**src/rtl/deq_pkg.sv**
```systemverilog
`default_nettype none

package deq_pkg;

  // Default ring depth
  localparam int unsigned DefDepth = 16;

  // Field widths
  localparam int unsigned WordW  = 32;
  localparam int unsigned ReqW   = 2;
  localparam int unsigned StatW  = 2;
  localparam int unsigned FillW  = 5;

  // Request codes
  localparam logic [ReqW-1:0] REQ_PUSH_FRONT = 2'd0;
  localparam logic [ReqW-1:0] REQ_PUSH_BACK  = 2'd1;
  localparam logic [ReqW-1:0] REQ_POP_FRONT  = 2'd2;
  localparam logic [ReqW-1:0] REQ_POP_BACK   = 2'd3;

  // Status codes
  localparam logic [StatW-1:0] ST_DONE  = 2'd0;
  localparam logic [StatW-1:0] ST_EMPTY = 2'd1;
  localparam logic [StatW-1:0] ST_FULL  = 2'd2;

  // Request payload
  typedef struct packed {
    logic [ReqW-1:0]         req_type;
    logic signed [WordW-1:0] push_value;
  } deq_req_t;

  // Response payload
  typedef struct packed {
    logic signed [WordW-1:0] pop_value;
    logic [StatW-1:0]        status;
    logic [FillW-1:0]        fill_count;
  } deq_rsp_t;

  // Operation broadcast to every cell of the chain
  typedef enum logic [2:0] {
    CellHold,
    CellShiftIn,
    CellShiftOut,
    CellAppend,
    CellDropTail
  } cell_op_e;

endpackage

`default_nettype wire

```
**src/rtl/deq_cell.sv**
```systemverilog
`default_nettype none

// One slot of the chain. Entries are packed from cell 0 (front) upward.
module deq_cell (
  input  wire logic                           clk_i,
  input  wire logic                           rst_ni,
  input  wire deq_pkg::cell_op_e              op_i,
  input  wire logic signed [deq_pkg::WordW-1:0] new_data_i,
  input  wire logic signed [deq_pkg::WordW-1:0] left_data_i,
  input  wire logic                           left_valid_i,
  input  wire logic signed [deq_pkg::WordW-1:0] right_data_i,
  input  wire logic                           right_valid_i,
  input  wire logic signed [deq_pkg::WordW-1:0] right_carry_i,
  output logic signed [deq_pkg::WordW-1:0]    data_o,
  output logic                                valid_o,
  output logic signed [deq_pkg::WordW-1:0]    carry_o
);
  import deq_pkg::*;

  logic signed [WordW-1:0] data_q, data_d;
  logic signed [WordW-1:0] carry_q;
  logic                    valid_q, valid_d;
  logic                    tail;

  // This cell holds the last entry
  assign tail = valid_q & ~right_valid_i;

  // Next slot contents
  always_comb begin
    data_d  = data_q;
    valid_d = valid_q;
    case (op_i)
      CellShiftIn: begin
        data_d  = left_data_i;
        valid_d = left_valid_i;
      end
      CellShiftOut: begin
        data_d  = right_data_i;
        valid_d = right_valid_i;
      end
      CellAppend: begin
        // first empty slot takes the new word
        if (!valid_q && left_valid_i) begin
          data_d  = new_data_i;
          valid_d = 1'b1;
        end
      end
      CellDropTail: begin
        if (tail) begin
          valid_d = 1'b0;
        end
      end
      CellHold: ;
      default: ;
    endcase
  end

  always_ff @(posedge clk_i or negedge rst_ni) begin
    if (!rst_ni) begin
      valid_q <= 1'b0;
    end else begin
      valid_q <= valid_d;
    end
  end

  // Payload and tail carry: the tail word moves one cell toward the front per cycle
  always_ff @(posedge clk_i) begin
    data_q  <= data_d;
    carry_q <= tail ? data_q : right_carry_i;
  end

  assign data_o  = data_q;
  assign valid_o = valid_q;
  assign carry_o = carry_q;

endmodule

`default_nettype wire

```
**src/rtl/double_ended_queue.sv**
```systemverilog
`default_nettype none

// Channel   | Signals                 | Handshake
// ----------+-------------------------+-------------------------------------
// request   | start, req_i            | taken when start is high, busy low
// response  | rsp_valid_o, rsp_o      | one-cycle strobe, cannot be stalled
//
// Push front, push back, pop front and refused requests: the response strobes
// in the cycle after the request is taken, and the next request may be taken in
// that same cycle. A pop back holds busy high while the tail word walks down the
// cell chain one cell per cycle; busy drops in the same cycle that its response
// strobes. rst_ni clears all valid bits, the count and the response register;
// the response side never stalls.
module double_ended_queue #(
  parameter int unsigned Depth = deq_pkg::DefDepth
) (
  input  wire logic              clk_i,
  input  wire logic              rst_ni,
  input  wire logic              start,
  input  wire deq_pkg::deq_req_t req_i,
  output logic                   busy,
  output logic                   rsp_valid_o,
  output deq_pkg::deq_rsp_t      rsp_o
);
  import deq_pkg::*;

  localparam int unsigned CntW = $clog2(Depth + 1);

  typedef enum logic {
    StIdle,
    StTailWait
  } state_e;

  state_e               state_q;
  logic [CntW-1:0]      count_q;
  logic [CntW-1:0]      wait_q;
  logic                 rsp_valid_q;
  deq_rsp_t             rsp_q;

  logic signed [WordW-1:0] data_w  [Depth];
  logic signed [WordW-1:0] carry_w [Depth];
  logic [Depth-1:0]        valid_w;

  cell_op_e cell_op;
  logic     accept, full, empty, is_push, tail_done;

  assign accept    = start && (state_q == StIdle);
  assign full      = valid_w[Depth-1];
  assign empty     = !valid_w[0];
  assign is_push   = (req_i.req_type == REQ_PUSH_FRONT) || (req_i.req_type == REQ_PUSH_BACK);
  assign tail_done = (state_q == StTailWait) && (wait_q == '0);

  // Chain operation for this cycle
  always_comb begin
    cell_op = CellHold;
    if (accept) begin
      case (req_i.req_type)
        REQ_PUSH_FRONT: if (!full)  cell_op = CellShiftIn;
        REQ_PUSH_BACK:  if (!full)  cell_op = CellAppend;
        REQ_POP_FRONT:  if (!empty) cell_op = CellShiftOut;
        REQ_POP_BACK:   cell_op = CellHold;
        default:        cell_op = CellHold;
      endcase
    end else if (tail_done) begin
      cell_op = CellDropTail;
    end
  end

  // Cell chain
  for (genvar i = 0; i < Depth; i++) begin : g_cell
    logic signed [WordW-1:0] left_data, right_data, right_carry;
    logic                    left_valid, right_valid;

    if (i == 0) begin : g_first
      assign left_data  = req_i.push_value;
      assign left_valid = 1'b1;
    end else begin : g_mid
      assign left_data  = data_w[i-1];
      assign left_valid = valid_w[i-1];
    end

    if (i == Depth - 1) begin : g_last
      assign right_data  = '0;
      assign right_valid = 1'b0;
      assign right_carry = '0;
    end else begin : g_inner
      assign right_data  = data_w[i+1];
      assign right_valid = valid_w[i+1];
      assign right_carry = carry_w[i+1];
    end

    deq_cell u_cell (
      .clk_i         (clk_i),
      .rst_ni        (rst_ni),
      .op_i          (cell_op),
      .new_data_i    (req_i.push_value),
      .left_data_i   (left_data),
      .left_valid_i  (left_valid),
      .right_data_i  (right_data),
      .right_valid_i (right_valid),
      .right_carry_i (right_carry),
      .data_o        (data_w[i]),
      .valid_o       (valid_w[i]),
      .carry_o       (carry_w[i])
    );
  end

  // Sequencer, count and response register
  always_ff @(posedge clk_i or negedge rst_ni) begin
    if (!rst_ni) begin
      state_q     <= StIdle;
      count_q     <= '0;
      wait_q      <= '0;
      rsp_valid_q <= 1'b0;
      rsp_q       <= '0;
    end else begin
      rsp_valid_q <= 1'b0;
      case (state_q)
        StIdle: begin
          if (accept) begin
            if (is_push) begin
              rsp_valid_q      <= 1'b1;
              rsp_q.pop_value  <= '0;
              if (full) begin
                rsp_q.status     <= ST_FULL;
                rsp_q.fill_count <= FillW'(count_q);
              end else begin
                rsp_q.status     <= ST_DONE;
                rsp_q.fill_count <= FillW'(count_q + 1'b1);
                count_q          <= count_q + 1'b1;
              end
            end else if (empty) begin
              rsp_valid_q      <= 1'b1;
              rsp_q.pop_value  <= '0;
              rsp_q.status     <= ST_EMPTY;
              rsp_q.fill_count <= FillW'(count_q);
            end else if (req_i.req_type == REQ_POP_FRONT) begin
              rsp_valid_q      <= 1'b1;
              rsp_q.pop_value  <= data_w[0];
              rsp_q.status     <= ST_DONE;
              rsp_q.fill_count <= FillW'(count_q - 1'b1);
              count_q          <= count_q - 1'b1;
            end else begin
              // pop back: wait for the tail word to reach cell 0
              state_q <= StTailWait;
              wait_q  <= count_q - 1'b1;
            end
          end
        end
        StTailWait: begin
          if (wait_q == '0) begin
            state_q          <= StIdle;
            rsp_valid_q      <= 1'b1;
            rsp_q.pop_value  <= carry_w[0];
            rsp_q.status     <= ST_DONE;
            rsp_q.fill_count <= FillW'(count_q - 1'b1);
            count_q          <= count_q - 1'b1;
          end else begin
            wait_q <= wait_q - 1'b1;
          end
        end
        default: state_q <= StIdle;
      endcase
    end
  end

  assign busy        = (state_q == StTailWait);
  assign rsp_valid_o = rsp_valid_q;
  assign rsp_o       = rsp_q;

`ifndef SYNTHESIS
  // Count agrees with the occupied cells
  a_count_match: assert property (@(posedge clk_i) disable iff (!rst_ni)
    CntW'($countones(valid_w)) == count_q)
    else $error("entry count differs from occupied cells");

  // Tail wait only runs on a non-empty chain
  a_wait_nonempty: assert property (@(posedge clk_i) disable iff (!rst_ni)
    (state_q == StTailWait) |-> valid_w[0])
    else $error("tail wait with empty chain");

  // Requests other than pop back answer in the next cycle
  a_quick_rsp: assert property (@(posedge clk_i) disable iff (!rst_ni)
    (accept && (req_i.req_type != REQ_POP_BACK)) |=> rsp_valid_o)
    else $error("missing response after single-cycle request");

  // No response without a request or a finished tail wait
  a_no_spurious: assert property (@(posedge clk_i) disable iff (!rst_ni)
    (!accept && !tail_done) |=> !rsp_valid_o)
    else $error("response without request");
`endif

endmodule

`default_nettype wire

```
**config.mk**
```make
export PLATFORM = sky130hd
export DESIGN_NAME = double_ended_queue
export DESIGN_NICKNAME = d
export VERILOG_FILES = /design/src/rtl/deq_pkg.sv /design/src/rtl/deq_cell.sv /design/src/rtl/double_ended_queue.sv
export SDC_FILE = /design/constraint.sdc
export NUM_CORES = 1
export LEC_CHECK = 0
export CAP_MARGIN = 20
export CORE_MARGIN = 3
export CORE_UTILIZATION = 31
export DETAILED_ROUTE_END_ITERATION = 16
export DONT_BUFFER_PORTS = 1
export HOLD_SLACK_MARGIN = 0.02
export PLACE_DENSITY = 0.42
export SLEW_MARGIN = 0
export SYNTH_ARGS = -nofsm -noshare
export SYNTH_HDL_FRONTEND = slang
export SYNTH_SLANG_ARGS = --single-unit
```
**constraint.sdc**
```tcl
create_clock -name clk_i -period 4.8 [get_ports clk_i]
set_clock_uncertainty 0.15 [all_clocks]
set_input_delay 0.24 -clock clk_i [delete_from_list [all_inputs] [get_ports clk_i]]
set_output_delay 0.24 -clock clk_i [all_outputs]
set_load 0.01 [all_outputs]
```
==> impl_metrics.py <==
metrics = {
    "setup_path": {
        "path_class": "flip-flop to flip-flop",
        "worstPathMaxFanout": 57,
        "cp-start-kind": "flip-flop",
        "cp-end-kind": "flip-flop",
        "worstPathRequired_ps": 5200,
        "worstPathArrival_ps": 4020,
    },
    "yosys": {
        "synthArstFlopShare_pct": 6.14,
        "synthCells": 2822,
        "ys.flop_type": "edfxtp_1",
        "yosysUniqueCellTypes": 57,
        "syn_area_per_cell_um2": 14.8,
        "synth_edf_count": 512,
        "synthesis.nets": 2863,
        "ys_seq_area_share_pct": 65.5,
        "yosys_warnings": 0,
        "ys_seq_elements": 1091,
        "synth_area_mm2": 0.0417,
    },
    "floorplan": {
        "rows": 133,
        "io_pins": 78,
        "die_area_mm2": 0.139,
        "die_w_um": 373,
        "initial_core_util_pct": 31.5,
        "die_h_um": 373,
        "core-area_mm2": 0.132,
    },
    "grt": {
        "first_global_vias": 24100,
        "grt_pass1_wl_um": 165000,
        "antenna_found_initial": 0,
        "grt_use_met2_pct": 21.7,
        "globalRouteMet3Util_pct": 2.27,
        "grt_max_degree": 114,
        "grt_overflow_total": 0,
        "track_usage_pct": 15.1,
        "top_usage_layer": "met1",
        "grt_use_met1_pct": 23.5,
    },
    "sta": {
        "fin_crit_sh_pct": 75.5,
        "setup_viol": 0,
        "tightest_slew_ps": 994,
        "setup_ws_ps": 1180,
        "grt_setup_unrepaired": "no",
        "slew-limit-headroom_pct": 33.6,
        "final_hold_viol_count": 0,
        "maxSlewViolCount": 0,
        "period_minus_slack_ps": 3620,
        "timing.setup.tns_ps": 0,
        "fmax_mhz": 276,
    },
    "clock_network": {
        "clock-sinks": 1091,
        "path_clk_slew_ps": 60,
        "clk_latency_ps": 680,
        "ctsHtreeMaxLevel": 3,
        "cts_buffers": 113,
        "clockBufferDepth": 3,
        "tritoncts": "built",
        "cts_root_buffer": "clkbuf_16",
    },
    "layout": {
        "synthToLayoutAreaGrowth_pct": 13.6,
        "diodes": 0,
        "drive_gt1_share_pct": 26.3,
        "multi_input_area_mm2": 0.0130,
        "register_area_mm2": 0.0273,
        "layout.nets": 2802,
        "fillers": 12600,
    },
    "detailed_routing": {
        "routed_wl_um": 107000,
        "drc": 0,
        "ant_nets": 0,
        "via_per_inst": 5.24,
        "drtIter0Drc": 2180,
        "wl_per_cell_um": 23.3,
        "firstDrtPassIters": 5,
        "vias": 24200,
    },
    "run": {
        "cap_violations": 0,
    },
    "placement": {
        "portBuffers": 0,
        "pre_cts_ws_ps": 1240,
        "finalWeightedCongestion": 0.753,
        "hpwlAfterDp_um": 66700,
    },
    "outcome": {
        "outcome": "complete, no violations",
    },
    "power": {
        "cellPowerDensity_mw_per_mm2": 604,
        "max-vdd-ir-drop_mv": 0.291,
        "p_leak_nw": 17.1,
    },
    "worst_hold_path": {
        "hold_class": "input port to asynchronous set/reset pin",
    },
}
-- flip-flops by register name, summed over array words and instances (netlist names) --
register               count
rsp_valid_o                1
rsp_o                     39
busy                       1
g_cell.u_cell.data_o     512
wait_q                     5
count_q                    5
g_cell.u_cell.valid_o     16
g_cell.u_cell.carry_o    512
-- power breakdown --
| part | internal (mW) | switching [mW] |
|---|---|---|
| Combinational | 3.20 | 2.66 |
| Clock | 5.18 | 3.62 |
| Sequential | 12.7 | 1.23 |
| Total | 21.1 | 7.51 |
-- layout make-up --
cell class,count,share of cell area [%]
tap,1755,4.64
multi-input combinational,1446,27.6
timing repair buffer,98,2.15
clock buffer,174,7.10
inverter,11,0.0872
clock inverter,40,0.801
sequential,1091,57.7
-- logic make-up (layout without fill, tap and decap cells) --
logic type                 after synthesis  in the layout  share of synthesized area, %
AOI/OAI and AO/OA                      647            647                          13.9
xor gates and xnor gates                10             10                         0.210
adders and majority gates                4              4                         0.120
buffers and inverters                  285            323                          3.81
DFF                                   1091           1091                          65.5
muxes                                  484            484                          13.1
and+or+nand+nor                        301            301                          3.43
-- placed cells by master (no fill, tap or decap), drive strengths merged, types with 4 or more instances in the layout --
master / netlist / routed
ha: 4 / 4
nand2b: 13 / 13
clkbuf: 96 / 175
nand3: 10 / 10
a21o: 34 / 34
o22a: 9 / 9
o21ai: 49 / 49
dfrtp: 67 / 67
a221oi: 4 / 4
a221o: 448 / 448
and2: 65 / 65
nor3: 6 / 6
clkinv: 0 / 31
buf: 178 / 58
a21oi: 47 / 47
nand2: 156 / 156
a211oi: 4 / 4
nor2: 32 / 32
xnor2: 5 / 5
inv: 11 / 12
a22oi: 32 / 32
xor2: 5 / 5
bufinv: 0 / 7
mux2: 482 / 482
edfxtp: 512 / 512
dfxtp: 512 / 512
dlygate4sd3: 0 / 39
-- worst paths after layout --
check | startpoint | endpoint | slack, ps | depth (start not counted)
setup / recovery | busy | g_cell[11].u_cell.data_o[21] | 1180 | 5
max in group asynchronous | rst_ni | g_cell[8].u_cell.valid_o | 4150 | 3
hold reg to reg | g_cell[15].u_cell.carry_o[24] | g_cell[14].u_cell.carry_o[24] | 290 | 1
hold / removal | rst_ni | count_q[2] | 70 | 3
setup reg to reg | busy | g_cell[11].u_cell.data_o[21] | 1180 | 5
min in group clk_i | req_i[33] | rsp_o[8] | 100 | 5
-- cell usage after synthesis, drive strengths merged (2+ instances only) --
cell / number / area, µm²
or2: 2 / 12.5
nand3: 10 / 50.1
a211oi: 4 / 35.0
o21ai: 49 / 245
nor2b: 3 / 18.8
clkbuf: 96 / 360
o22ai: 2 / 18.8
buf: 178 / 1190
ha: 4 / 50.1
xor2: 5 / 43.8
mux2i: 2 / 20.0
mux2: 482 / 5430
inv: 11 / 41.3
dfxtp: 512 / 10200
a221oi: 4 / 35.0
o21a: 3 / 22.5
a22oi: 32 / 240
edfxtp: 512 / 15400
nand2: 156 / 586
nand2b: 13 / 81.3
dfrtp: 67 / 1680
xnor2: 5 / 43.8
nand4: 3 / 18.8
a21o: 34 / 255
or3: 2 / 12.5
o31ai: 2 / 15.0
a221o: 448 / 4480
o221ai: 2 / 17.5
nor3b: 2 / 26.3
o221a: 2 / 22.5
nor2: 32 / 123
a21oi: 47 / 235
a31oi: 3 / 18.8
o22a: 9 / 78.8
nor3: 6 / 41.3
and3b: 2 / 17.5
nand3b: 3 / 22.5
and2: 65 / 407
-- critical path, cell delays in order (launching register included) --
cell	delay (ps)
dfrtp_2	400
buf_4	340
nand2b_1	690
nor2_4	990
buf_4	620
a221o_1	250
-- metrics by stage --
step	hold WS [ps]	utilization, %	total power [mW]	cell area (µm²)	instances
after detailed placement	-204	32.6	19.9	43100	4359
after global placement	-204	32.6	19.9	43100	4359
after CTS	26.6	35.7	28.9	47300	4614
after floorplan	-206	-	18.1	41700	2822
after global routing	65.1	35.7	30.1	47300	4615
final	71.9	35.7	28.6	47300	4615
-- routing by layer --
| layer | wire [µm] | vias up |
|---|---|---|
| met5 | 0 | - |
| met1 | 54000 | 12400 |
| met3 | 5510 | 127 |
| met4 | 1820 | 0 |
| met2 | 46100 | 719 |
| li1 | - | 10900 |
-- what timing repair did --
| action | in CTS | in global routing |
|---|---|---|
| resized for setup | 0 | 0 |
| hold endpoints to repair | 125 | 0 |
| buffers inserted | 0 | 0 |
| hold buffers | 41 | 0 |
(Power assumes the default switching activity.)
